File: src/dice_score_label_maps_macros.svh
// Assertion macros for the Dice score block.
// Used by the top level only; needs aclk and aresetn in scope.
`ifndef DICE_SCORE_LABEL_MAPS_MACROS_SVH
`define DICE_SCORE_LABEL_MAPS_MACROS_SVH

// cause implies condition in the same cycle
`define DSLM_ASSERT_NOW(label, cause, cond, msg) \
    label: assert property (@(posedge aclk) disable iff (!aresetn) \
        (cause) |-> (cond)) else $error(msg);

// cause implies condition in the next cycle
`define DSLM_ASSERT_NEXT(label, cause, cond, msg) \
    label: assert property (@(posedge aclk) disable iff (!aresetn) \
        (cause) |=> (cond)) else $error(msg);

`endif

File: src/dslm_pkg.sv
// Shared constants, item types and divider state type for the Dice score block.
// No dependencies.
package dslm_pkg;

    localparam int COUNT_WIDTH   = 24;
    localparam int FRACTION_BITS = 16;
    localparam int LABEL_W       = 8;
    localparam int SCORE_W       = FRACTION_BITS + 1;
    localparam int SUM_W         = COUNT_WIDTH + 1;
    localparam int NUM_W         = COUNT_WIDTH + FRACTION_BITS + 2;
    localparam int STEP_W        = $clog2(SCORE_W);
    localparam int SCORE_FIELD_W = 17;
    localparam int TOTAL_FIELD_W = 24;

    localparam logic [LABEL_W-1:0]     LABEL_NONE  = LABEL_W'(0);
    localparam logic [LABEL_W-1:0]     LABEL_ONE   = LABEL_W'(1);
    localparam logic [LABEL_W-1:0]     LABEL_TWO   = LABEL_W'(2);
    localparam logic [LABEL_W-1:0]     LABEL_THREE = LABEL_W'(3);
    localparam logic [COUNT_WIDTH-1:0] COUNT_MAX   = {COUNT_WIDTH{1'b1}};
    localparam logic [SCORE_W-1:0]     SCORE_ONE   = {1'b1, {FRACTION_BITS{1'b0}}};

    typedef struct packed {
        logic [7:0] label_first;
        logic [7:0] label_second;
        logic       last_voxel;
    } in_item_t;

    typedef struct packed {
        logic [16:0] dice_score;
        logic        both_empty;
        logic [23:0] agree_total;
        logic [23:0] nonzero_first_total;
        logic [23:0] nonzero_second_total;
    } out_item_t;

    typedef struct packed {
        logic [COUNT_WIDTH-1:0] agree;
        logic [COUNT_WIDTH-1:0] nz_first;
        logic [COUNT_WIDTH-1:0] nz_second;
    } counts_t;

    typedef enum logic [2:0] {
        DIV_IDLE,
        DIV_SUM,
        DIV_LOAD,
        DIV_STEP,
        DIV_DONE
    } div_state_t;

    function automatic logic [TOTAL_FIELD_W-1:0] to_total_field(
        input logic [COUNT_WIDTH-1:0] v);
        logic [63:0] w;
        w = 64'(v);
        return w[TOTAL_FIELD_W-1:0];
    endfunction

    function automatic logic [SCORE_FIELD_W-1:0] to_score_field(
        input logic [SCORE_W-1:0] v);
        logic [63:0] w;
        w = 64'(v);
        return w[SCORE_FIELD_W-1:0];
    endfunction

endpackage

File: src/dslm_count.sv
// Saturating voxel counters: nonzero labels per map and agreeing pairs.
// Depends on dslm_pkg.
module dslm_count import dslm_pkg::*; (
    input  logic     aclk,
    input  logic     aresetn,
    input  logic     take_i,
    input  in_item_t item_i,
    output counts_t  upd_o
);

    counts_t cnt_reg;
    counts_t cnt_next;
    logic    first_nz;
    logic    second_nz;
    logic    agrees;

    function automatic logic [COUNT_WIDTH-1:0] sat_inc(
        input logic [COUNT_WIDTH-1:0] v, input logic en);
        return (en && v != COUNT_MAX) ? v + COUNT_WIDTH'(1) : v;
    endfunction

    // labels 1 and 2 are swapped between the maps
    always_comb begin
        first_nz  = item_i.label_first != LABEL_NONE;
        second_nz = item_i.label_second != LABEL_NONE;
        agrees    = first_nz &&
                    ((item_i.label_first == LABEL_ONE && item_i.label_second == LABEL_TWO) ||
                     (item_i.label_first == LABEL_TWO && item_i.label_second == LABEL_ONE) ||
                     (item_i.label_first == LABEL_THREE &&
                      item_i.label_second == LABEL_THREE));
    end

    always_comb begin
        upd_o.agree     = sat_inc(cnt_reg.agree, agrees);
        upd_o.nz_first  = sat_inc(cnt_reg.nz_first, first_nz);
        upd_o.nz_second = sat_inc(cnt_reg.nz_second, second_nz);
        cnt_next        = cnt_reg;
        if (take_i) begin
            cnt_next = item_i.last_voxel ? '0 : upd_o;
        end
    end

    always_ff @(posedge aclk) begin
        if (!aresetn) begin
            cnt_reg <= '0;
        end else begin
            cnt_reg <= cnt_next;
        end
    end

endmodule

File: src/dslm_div.sv
// Bit-serial restoring divider producing the rounded Dice score, one quotient bit a cycle.
// Depends on dslm_pkg.
module dslm_div import dslm_pkg::*; (
    input  logic      aclk,
    input  logic      aresetn,
    input  logic      start_i,
    input  counts_t   counts_i,
    input  logic      out_free_i,
    output logic      res_valid_o,
    output out_item_t res_o
);

    div_state_t              state_reg;
    div_state_t              state_next;
    counts_t                 counts_reg;
    logic [SUM_W-1:0]        sum_reg;
    logic [SUM_W-1:0]        rem_reg;
    logic [SUM_W-1:0]        rem_next;
    logic [SCORE_W-1:0]      numlo_reg;
    logic [SCORE_W-1:0]      quot_reg;
    logic [STEP_W-1:0]       step_reg;
    logic [NUM_W-1:0]        num;
    logic [SUM_W+1:0]        diff;
    logic                    fits;
    logic                    empty;
    logic [SCORE_W-1:0]      score;

    always_comb begin
        // 2*agree*2^F + sum/2
        num  = NUM_W'({counts_reg.agree, SCORE_W'(0)}) + NUM_W'(sum_reg >> 1);
        diff = {1'b0, rem_reg, numlo_reg[SCORE_W-1]} - {2'b00, sum_reg};
        fits = !diff[SUM_W+1];
        rem_next = fits ? diff[SUM_W-1:0] : {rem_reg[SUM_W-2:0], numlo_reg[SCORE_W-1]};
        empty = sum_reg == '0;
        if (empty) begin
            score = '0;
        end else if (quot_reg > SCORE_ONE) begin
            score = SCORE_ONE;
        end else begin
            score = quot_reg;
        end
    end

    always_comb begin
        state_next  = state_reg;
        res_valid_o = 1'b0;
        unique case (state_reg)
            DIV_IDLE: if (start_i) begin
                state_next = DIV_SUM;
            end
            DIV_SUM:  state_next = DIV_LOAD;
            DIV_LOAD: state_next = DIV_STEP;
            DIV_STEP: if (step_reg == '0) begin
                state_next = DIV_DONE;
            end
            DIV_DONE: begin
                res_valid_o = 1'b1;
                if (out_free_i) begin
                    state_next = DIV_IDLE;
                end
            end
            default:  state_next = DIV_IDLE;
        endcase
    end

    always_ff @(posedge aclk) begin
        if (!aresetn) begin
            state_reg <= DIV_IDLE;
        end else begin
            state_reg <= state_next;
        end
    end

    always_ff @(posedge aclk) begin
        unique case (state_reg)
            DIV_IDLE: if (start_i) begin
                counts_reg <= counts_i;
            end
            DIV_SUM: begin
                sum_reg <= SUM_W'(counts_reg.nz_first) + SUM_W'(counts_reg.nz_second);
            end
            DIV_LOAD: begin
                // top bits are below the divisor, as the score never exceeds one
                rem_reg   <= num[NUM_W-1:SCORE_W];
                numlo_reg <= num[SCORE_W-1:0];
                quot_reg  <= '0;
                step_reg  <= STEP_W'(SCORE_W - 1);
            end
            DIV_STEP: begin
                rem_reg   <= rem_next;
                numlo_reg <= {numlo_reg[SCORE_W-2:0], 1'b0};
                quot_reg  <= {quot_reg[SCORE_W-2:0], fits};
                step_reg  <= step_reg - STEP_W'(1);
            end
            default: begin
            end
        endcase
    end

    always_comb begin
        res_o.dice_score           = to_score_field(score);
        res_o.both_empty           = empty;
        res_o.agree_total          = to_total_field(counts_reg.agree);
        res_o.nonzero_first_total  = to_total_field(counts_reg.nz_first);
        res_o.nonzero_second_total = to_total_field(counts_reg.nz_second);
    end

endmodule

File: src/dice_score_label_maps.sv
// Dice score of two label maps: counters, serial divider and output register.
// Depends on dslm_pkg, dslm_count, dslm_div and dice_score_label_maps_macros.svh.
// Items without the last mark: one item a cycle, no result.
// Last item: the divider passes through SUM, LOAD, STEP (one quotient bit a cycle) and DONE, then the
// result is registered; no item is taken until the result reaches the output register.
// Synchronous active-low reset clears counters, divider state and output valid.
`include "dice_score_label_maps_macros.svh"
module dice_score_label_maps import dslm_pkg::*; (
    input  logic      aclk,
    input  logic      aresetn,
    input  logic      s_valid,
    output logic      s_ready,
    input  in_item_t  s_item,
    output logic      m_valid,
    input  logic      m_ready,
    output out_item_t m_item
);

    logic      take;
    logic      busy_reg;
    logic      busy_next;
    logic      m_valid_reg;
    logic      m_valid_next;
    out_item_t m_item_reg;
    logic      out_free;
    logic      res_valid;
    out_item_t res;
    counts_t   upd;

    assign s_ready  = !busy_reg;
    assign take     = s_valid && s_ready;
    assign out_free = !m_valid_reg || m_ready;
    assign m_valid  = m_valid_reg;
    assign m_item   = m_item_reg;

    dslm_count u_count (
        .aclk    (aclk),
        .aresetn (aresetn),
        .take_i  (take),
        .item_i  (s_item),
        .upd_o   (upd)
    );

    dslm_div u_div (
        .aclk        (aclk),
        .aresetn     (aresetn),
        .start_i     (take && s_item.last_voxel),
        .counts_i    (upd),
        .out_free_i  (out_free),
        .res_valid_o (res_valid),
        .res_o       (res)
    );

    always_comb begin
        busy_next = busy_reg;
        if (take && s_item.last_voxel) begin
            busy_next = 1'b1;
        end else if (res_valid && out_free) begin
            busy_next = 1'b0;
        end
        m_valid_next = m_valid_reg;
        if (res_valid && out_free) begin
            m_valid_next = 1'b1;
        end else if (m_ready) begin
            m_valid_next = 1'b0;
        end
    end

    always_ff @(posedge aclk) begin
        if (!aresetn) begin
            busy_reg    <= 1'b0;
            m_valid_reg <= 1'b0;
        end else begin
            busy_reg    <= busy_next;
            m_valid_reg <= m_valid_next;
        end
    end

    always_ff @(posedge aclk) begin
        if (res_valid && out_free) begin
            m_item_reg <= res;
        end
    end

    `DSLM_ASSERT_NOW(a_empty_zero, m_valid && m_item.both_empty, m_item.dice_score == '0, "empty maps must give zero score")
    `DSLM_ASSERT_NOW(a_score_max, m_valid, m_item.dice_score <= to_score_field(SCORE_ONE), "score above one")
    `DSLM_ASSERT_NEXT(a_hold_after_last, take && s_item.last_voxel, !s_ready, "item taken while dividing")
    `DSLM_ASSERT_NOW(a_result_needs_busy, res_valid, busy_reg, "divider result without pending last item")

endmodule
File: config.mk
export PLATFORM = sky130hd
export DESIGN_NAME = dice_score_label_maps
export DESIGN_NICKNAME = d
export VERILOG_FILES = /design/src/dslm_pkg.sv /design/src/dslm_count.sv /design/src/dslm_div.sv /design/src/dice_score_label_maps.sv
export VERILOG_INCLUDE_DIRS = /design/src /design/src/src
export SDC_FILE = /design/constraint.sdc
export NUM_CORES = 1
export LEC_CHECK = 0
export BUFFER_PORTS_ARGS = -buffer_cell sky130_fd_sc_hd__buf_2
export CORE_MARGIN = 2
export CORE_UTILIZATION = 55
export DETAILED_ROUTE_END_ITERATION = 12
export GPL_TIMING_DRIVEN = 0
export PLACE_DENSITY = 0.83
export SLEW_MARGIN = 10
export SYNTH_ARGS = -nofsm -noshare
export SYNTH_HDL_FRONTEND = slang
export SYNTH_HIERARCHICAL = 1
export SYNTH_SLANG_ARGS = --single-unit
File: constraint.sdc
create_clock -name aclk -period 5.64 [get_ports aclk]
set_clock_uncertainty 0.05 [all_clocks]
set_input_delay 0 -clock aclk [delete_from_list [all_inputs] [get_ports aclk]]
set_output_delay 0 -clock aclk [all_outputs]
set_load 0.05 [all_outputs]
# == Word-level counts from Yosys, hierarchy flattened ==
# Cells that the tools add are included.
# totals
reg_bits,328
input_bits,21
out_inout_bits,92
wordCells,90
# op_classes
n_addsub,7
magnitude_cmp,1
eq_ne,16
muxes,19
n_reduce_logical,27
# ops
cell,n
$add 24x1->24 const B,3
$mux 24,3
$mux 72,1
$ne 24x24->1 const B,3
$pmux 17 s2,2
$pmux 25 s2,1
$add 41x24->42,1
$eq 8x2->1 const B,4
$sub 26x25->27,1
$add 24x24->25,1
$logic_not 25->1,1
$mux 25,1
$gt 17x17->1 const B,1
$mux 17,1
$eq 8x1->1 const B,2
$reduce_bool 8->1,2
$pmux 3 s5,1
$logic_and 1x1->1,10
$pmux 5 s2,1
$mux 3,3
$eq 3x2->1 const B,2
$reduce_bool 2->1,3
$logic_not 5->1,1
$mux 1,5
other kinds (11),16

# == Longest topological paths before layout ==
# Gate-level depths: netlist of the first run.
# depth
ltp_word,8
depth_mapped,14
mapped_depth_nobuf,12

# == Hierarchy ==
# The synthesis of the first run kept the hierarchy.
# by_module_without_submodules
module,instances,cells_each,area_per_inst_um2,seq_area_each_um2
dslm_div,1,801,9054.9,4894.7
dslm_count,1,731,5652.9,1441.4
dice_score_label_maps,1,101,2805.2,2742.6

# == Worst setup path after synthesis of the first run ==
# No wires, ideal clock.
# synth_timing
path_kind,flip-flop to flip-flop
startpoint,register busy_reg
endpoint,"register u_div.counts_reg, in the netlist u_div/res_o[0], enable pin"
setup_time_ps,591
arrival_time_ps,5559
required_time_ps,4999
setup_slack_ps,-560
stages_incl_launch_ff,5
path_buffers,0
period_less_slack_ps,6200
path_cell_list,dfxtp_1 -> nor2b_4 -> and2_4 -> nand2b_1 -> nor3_1
# synth_via
elab_chain_len,4
# synth_rtl
item,line,rtl
"start, declared",dice_score_label_maps.sv:20,logic busy_reg;
"start signal, assigned",dice_score_label_maps.sv:74,busy_reg <= busy_next;
$logic_not 1->1,dice_score_label_maps.sv:30,assign s_ready = !busy_reg;
$logic_and 1x1->1,dice_score_label_maps.sv:31,assign take = s_valid && s_ready;
net take,dice_score_label_maps.sv:19,logic take;
$logic_and 1x1->1,dice_score_label_maps.sv:47,".start_i (take && s_item.last_voxel),"
$reduce_and 2->1 (no source line),n/a,
"end signal, assigned",dslm_div.sv:77,counts_reg <= counts_i;
"end, declared",dslm_div.sv:15,counts_t counts_reg;
# The timed path passes the listed nets, and every way through them passes these cells.
# A chain may end at the register's enable or synchronous reset.

# == Final worst setup path of the first run ==
# layout_timing
startpoint,register u_div.numlo_reg[16]
endpoint,register u_div.rem_reg[9] (data pin)
# layout_via
elab_chain_len,3
# layout_rtl
item,line,rtl
"start, declared",dslm_div.sv:19,logic [SCORE_W-1:0] numlo_reg;
"start signal, assigned",dslm_div.sv:85,numlo_reg <= num[SCORE_W-1:0];
"start signal, assigned",dslm_div.sv:91,"numlo_reg <= {numlo_reg[SCORE_W-2:0], 1'b0};"
$sub 26x25->27,dslm_div.sv:31,"diff = {1'b0, rem_reg, numlo_reg[SCORE_W-1]} - {2'b00, sum_reg};"
$mux 25,dslm_div.sv:33,"rem_next = fits ? diff[SUM_W-1:0] : {rem_reg[SUM_W-2:0], numlo_reg[SCORE_W-1]};"
$pmux 25 s2,dslm_div.sv:75,unique case (state_reg)
"end signal, assigned",dslm_div.sv:84,rem_reg <= num[NUM_W-1:SCORE_W];
"end signal, assigned",dslm_div.sv:90,rem_reg <= rem_next;
"end, declared",dslm_div.sv:17,logic [SUM_W-1:0] rem_reg;
# No other way between the ends.

==> results_dict.tcl, run 1 <==
set metrics [dict create \
    yosysWarnings 6 \
    finalPower_mw 5.598 \
    slew_headroom_pct 23.67 \
    tritoncts "built" \
    r2r-end "u_div/rem_reg[9]" \
    cp-endpoint "u_div/rem_reg[9]" \
    leakagePower_nw 7.423 \
    cts_root_buf "clkbuf_16" \
    ioPinCount 113 \
    post_cts_resized 0 \
    setup_violations 0 \
    numCtsBuffers 35 \
    die_width_um 182.4 \
    period_share_pct 62.04 \
    ys_seq_area_share_pct 51.84 \
    clock_path_buffers 3 \
    postCtsSetupBuffers 0 \
    cpLargestDelayFamily "compound AO/OA/AOI/OAI gates" \
    outcome "completed" \
    worstRegToRegCells 13 \
    worst_slew_pin_slew_ns 1.141 \
    whs_ns 0.03007 \
    synthFlopType "edfxtp_1" \
    syn_inst 1633 \
    crit_required_ns 5.82 \
    ir_worst_vdd_v 0.0002098 \
    rrSetupSlack_ns 2.14 \
    maxCapViolCount 0 \
    numPortBuffers 112 \
    grt_pass1_vias 13198 \
    grt.overflow.total 0 \
    nets 1877 \
    fillers 2414 \
    slowest_stage "a32oi_2" \
    drive_above_1_share_pct 14.02 \
    fmaxAchievable_mhz 285.8 \
    drtAntennaViolNets 0 \
    wl_per_cell_um 21.04 \
    synth.distinct_cells 92 \
    yosysTopAreaCellShare_pct 43.04 \
    synth_largest_area_cell "edfxtp_1" \
    antennaDiodeCount 0 \
    dieArea_mm2 0.03328 \
    rsz0062_at_grt "no" \
    viasPerCell 6.346 \
    hold_buffers 3 \
    dr.pass1.iters 8 \
    grt_pass1_wl_um 72130 \
    core-area_mm2 0.03147 \
    crit_arrival_ns 3.68 \
    cts_sinks 328 \
    synth_seq_cells 328 \
    syn-mean-instance-area_um2 10.72 \
    grt_max_degree 60 \
    drtIter0Drc 1472 \
    gp_congestion 0.9737 \
    clk_latency_ns 0.52 \
    grt_usage_pct 27.73 \
    antenna_found_initial 0 \
    synth-async-reset-ratio_pct 0 \
    r2r-start "u_div/numlo_reg[16]" \
    powerDensity_mw_per_mm2 281.6 \
    start_kind "register" \
    finalHoldViolations 0 \
    cp_max_fo 10 \
    worst-path-buf-inv 3 \
    max_stage_delay_ns 0.46 \
    slew_viol_final 0 \
    period_needed_ns 3.499 \
    syn_nets 1718 \
    criticalPathCategory "reg -> reg" \
    syn_to_final_growth_pct 13.52 \
    synth_edf_count 251 \
    crit_chain "inv_1 -> ha_1 -> inv_1 -> fa_1 -> a21o_2 -> a21oi_2 -> o21ai_1 -> a32oi_2 -> o311a_4 -> nor2_1 -> buf_2 -> mux2i_1 -> mux2i_1" \
    wl_um 46720 \
    largest_reg_flops 90 \
    critPathLaunch "u_div/numlo_reg[16]" \
    drc 0 \
    cts_max_level 2 \
    synthesis.area_mm2 0.01751 \
    start_util_pct 55.64 \
    num_vias 14094 \
    hpwl_um 34130 \
    synth.area.top_cells "edfxtp_1 43%, dfxtp_1 8.8%, ha_1 4.4%, xnor2_1 4.1%, nand2_1 3.3%" \
    cp-end-kind "register" \
    hold_class "in -> reg" \
    finalSetupTns_ns 0 \
    cp_num_cells 13 \
    clk_pin_slew_worst_paths_ns 0.06 \
    die_h_um 182.4 \
    fp-row-count 65 \
]
worst reg2reg max path, cell delays in order, from the launching register on:
cell	delay, ns
edfxtp_1	0.43
inv_1	0.09
ha_1	0.16
inv_1	0.05
fa_1	0.41
a21o_2	0.22
a21oi_2	0.20
o21ai_1	0.14
a32oi_2	0.46
o311a_4	0.29
nor2_1	0.07
buf_2	0.27
mux2i_1	0.29
mux2i_1	0.11
placed cells by master (no fill, tap or decap), drive strengths merged, types with 7 or more instances in the layout:
master | netlist | layout
nor4 | 31 | 31
buf | 32 | 151
or4 | 12 | 12
dfxtp | 77 | 77
a41oi | 7 | 7
and3 | 49 | 49
or2 | 13 | 13
o31a | 10 | 10
a211oi | 13 | 13
nor2b | 18 | 18
ha | 61 | 61
a41o | 7 | 7
nand2 | 156 | 156
a32oi | 7 | 7
a21oi | 75 | 75
o211ai | 20 | 20
or3 | 14 | 14
o311ai | 10 | 10
clkinv | 1 | 17
clkbuf | 45 | 86
o31ai | 15 | 15
nor3 | 46 | 46
and2 | 29 | 29
inv | 56 | 58
edfxtp | 251 | 251
a21o | 25 | 25
nand4 | 40 | 40
xor2 | 45 | 45
nand3 | 65 | 65
nand2b | 14 | 14
and4 | 10 | 10
o21ai | 60 | 60
nor2 | 102 | 102
o21a | 9 | 9
xnor2 | 81 | 81
a31oi | 34 | 34
mux2i | 16 | 16
worst min path at each step:
stage	cells after the start	end	slack (ns)	startpoint
finish	4	u_div/state_reg[0]	0.03	s_item[0]
global placement	2	busy_reg	0.27	aresetn
CTS	4	u_div/state_reg[0]	0.004	s_item[0]
floorplan	1	busy_reg	0.07	aresetn
global route	4	u_div/state_reg[0]	0.06	s_item[0]
detailed placement	2	busy_reg	0.28	aresetn
Yosys cell counts (all sizes together) (12+ instances only):
cell type    n
edfxtp     251
inv         56
a211oi      13
nand4       40
xnor2       81
nand3       65
a31oi       34
nor2b       18
o211ai      20
nand2      156
a21oi       75
mux2i       16
or2         13
and2        29
nor4        31
o31ai       15
clkbuf      45
and3        49
or4         12
a21o        25
nand2b      14
ha          61
nor2       102
xor2        45
dfxtp       77
or3         14
o21ai       60
buf         32
nor3        46
cell type report:
type                    instances  area (um^2)  area share (%)
multi-input cells            1171         7870           39.59
inverters                      57        214.0           1.076
repair buffers                122        709.4           3.569
clock buffers                  41        950.9           4.783
plain buffers                  77        372.9           1.876
flip-flops and latches        328         9079           45.67
clock inverters                23        181.4          0.9126
well taps                     402        503.0           2.530
power breakdown:
group          switching (mW)  leakage [nW]  internal [mW]
registers              0.0613          2.92           2.68
clock network           0.942         0.554           1.31
logic                   0.383          3.95          0.221
total                    1.39          7.42           4.21
layer usage:
layer,part of all wire (%),vias up,track usage (%)
met5,0,-,0
met4,5.1,0,12.94
met3,8.0,156,3.492
met2,47,744,46.00
met1,40,6709,36.50
li1,-,6485,-
cell families (layout without fill, tap and decap cells):
logic type / Yosys count / after routing / share of synthesized area, %
DFF: 328 / 328 / 51.84
buffers and inverters: 134 / 320 / 3.329
and+or+nand+nor: 609 / 609 / 18.52
AOI/OAI and AO/OA: 354 / 354 / 14.27
adders and majority gates: 64 / 64 / 4.701
xor gates and xnor gates: 126 / 126 / 6.301
muxes: 18 / 18 / 1.043
per-stage QoR:
stage	setup slack (ns)	std cells	utilization, %	cell area [um^2]
after detailed placement	2.264	2154	59.47	18720
final	2.141	2221	63.16	19880
after global routing	1.999	2221	63.16	19880
after CTS	2.222	2221	63.16	19880
after global placement	0.4652	2147	59.04	18580
after floorplan	1.656	1633	-	17520
Power figures use the tool's default switching activity.
==> run 2: changes to the inputs <==
- ABC_AREA: not set -> 1
- CORE_UTILIZATION: 55 -> 56
- PLACE_DENSITY: 0.83 -> 0.84
- clock period: 5.64 -> 2.8 ns (I/O delays scaled with it)
==> run 2 against run 1 <==
Critical path depth shrank 2. Cell count is 29% higher. Setup slack lost 2.0 ns. First-iteration DRC count increased by 21%. Critical endpoint is now u_div/sum_reg[24]. Synthesized area up 5.2%. Global-route usage rose by 0.86 points.
==> results_dict.tcl, run 2 <==
set metrics [dict create \
    syn_nets 2329 \
    grt_usage_pct 28.59 \
    ys_seq_area_share_pct 49.28 \
    finalPower_mw 16.92 \
    hold_class "in -> reg" \
    die_h_um 185.4 \
    synth_edf_count 251 \
    cts_sinks 328 \
    synth_common_cells "745 x nand2_1, 257 x inv_1, 251 x edfxtp_1, 198 x nor2_1, 130 x nand3_1" \
    synth-async-reset-ratio_pct 0 \
    grt_pass1_wl_um 76600 \
    cts_root_buf "clkbuf_16" \
    crit_required_ns 3.03 \
    ioPinCount 113 \
    yosysWarnings 6 \
    dr.pass1.iters 6 \
    antenna_found_initial 0 \
    nets 2493 \
    synthesis.area_mm2 0.01842 \
    numPortBuffers 112 \
    period_needed_ns 2.648 \
    tritoncts "built" \
    dp_worst_setup_slack_ns 0.2506 \
    maxCapViolCount 0 \
    drc 0 \
    yosysMostFrequentCell "nand2_1" \
    whs_path_depth 6 \
    viasPerCell 5.538 \
    drive_above_1_share_pct 11.83 \
    fillers 2629 \
    setup_slack_ns 0.1524 \
    grt_pass1_vias 14673 \
    die_width_um 185.4 \
    final_common_cell "nand2_1" \
    finalHoldViolations 0 \
    crit_arrival_ns 2.88 \
    syn_inst 2244 \
    synth.distinct_cells 48 \
    core-area_mm2 0.03245 \
    synth_largest_area_cell "edfxtp_1" \
    hold_buffers 4 \
    worstRegToRegCells 11 \
    synth.area.top_cells "edfxtp_1 41%, nand2_1 15%, dfxtp_1 8.4%, inv_1 5.2%, ha_1 4.1%" \
    leakagePower_nw 8.579 \
    postCtsSetupBuffers 0 \
    fmaxAchievable_mhz 377.7 \
    whs_ns 0.02102 \
    utilization_pct 64.51 \
    drtAntennaViolNets 0 \
    drtIter0Drc 1781 \
    grt_max_degree 37 \
    cp_max_fo 4 \
    synthFlopType "edfxtp_1" \
    largest_reg_flops 90 \
    slew_headroom_pct 36.34 \
    wl_per_cell_um 17.07 \
    wl_um 49090 \
    rsz0062_at_grt "no" \
    powerDensity_mw_per_mm2 807.9 \
    slew_viol_final 0 \
    synth_seq_cells 328 \
    gp_congestion 0.9555 \
    clock_path_buffers 3 \
    setup_violations 0 \
    worst_slew_pin_slew_ns 0.9476 \
    start_kind "register" \
    grt.overflow.total 0 \
    syn-mean-instance-area_um2 8.209 \
    outcome "completed" \
    fp-row-count 66 \
    cts_max_level 2 \
    mostFrequentLayoutCells "745 x nand2_1, 254 x inv_1, 251 x edfxtp_1, 197 x nor2_1, 130 x nand3_1" \
    hpwl_um 37290 \
    ir_worst_vdd_v 0.0005855 \
    cp-end-kind "register" \
    period_share_pct 94.56 \
    antennaDiodeCount 0 \
    yosysTopAreaCellShare_pct 40.92 \
    clk_latency_ns 0.53 \
    syn_to_final_growth_pct 13.65 \
    num_vias 15928 \
    numCtsBuffers 35 \
    dieArea_mm2 0.03436 \
    clk_pin_slew_worst_paths_ns 0.06 \
    start_util_pct 56.76 \
    criticalPathCategory "reg -> reg" \
    post_cts_resized 0 \
]
[run 2: critical path, cell delays in order (launching register included)]
cell and delay (ns):
edfxtp_1 0.50, ha_1 0.32, fa_1 0.47, nand2_1 0.10, nand2_1 0.05, o21ai_1 0.15
inv_1 0.09, a21oi_1 0.24, nand3b_1 0.15, nand2_1 0.09, nand3b_1 0.11, nand2_1 0.06
[run 2: logic make-up after synthesis]
group                    Yosys count  share of synthesized area (%)
AND/OR/NAND/NOR                 1228                          28.47
flip-flops                       328                          49.28
AO/OA/AOI/OAI                    240                          7.315
adder cells (fa/ha/maj)           64                          4.469
buffers and inverters            311                          6.948
XOR/XNOR                          73                          3.512
[run 2: cell type report]
cell class              count  area [um^2]  share of cell area (%)
clock buffers              43        958.4                   4.578
well taps                 442        553.0                   2.641
clock inverters            20        219.0                   1.046
plain buffers              48        290.3                   1.386
repair buffers            127        752.0                   3.592
inverters                 263        993.5                   4.745
multi-input cells        1605         8090                   38.64
flip-flops and latches    328         9080                   43.37
[run 2: metal layers]
| layer | share of wire [%] | track usage, % | routed length, um |
|---|---|---|---|
| met5 | 0 | 0 | 0 |
| met4 | 3.3 | 10.16 | 1618 |
| met3 | 7.5 | 3.598 | 3677 |
| met2 | 47 | 47.51 | 23260 |
| met1 | 42 | 38.63 | 20530 |
[run 2: power by group]
part	total [mW]	leakage (nW)	internal, mW	switching (mW)
logic	5.45	5.06	1.60	3.85
clock network	4.71	0.572	2.75	1.95
registers	6.76	2.95	6.30	0.466
total	16.9	8.58	10.7	6.26
[run 2: worst paths after layout]
| check | start | to | slack [ns] |
|---|---|---|---|
| hold reg to reg | u_div/res_o[3] | m_item[3] | 0.42 |
| setup reg to reg | u_div/res_o[24] | u_div/sum_reg[24] | 0.15 |
| setup / recovery | u_div/res_o[24] | u_div/sum_reg[24] | 0.15 |
| hold / removal | s_valid | u_count/cnt_reg[47] | 0.02 |
[run 2: metrics by stage]
step	std cells	area [um^2]	TNS (ns)
global placement	2798	19560	-163.78
detailed placement	2809	19720	0
finish	2876	20940	0
global route	2876	20940	0
CTS	2876	20940	0
floorplan	2244	18440	-42.56
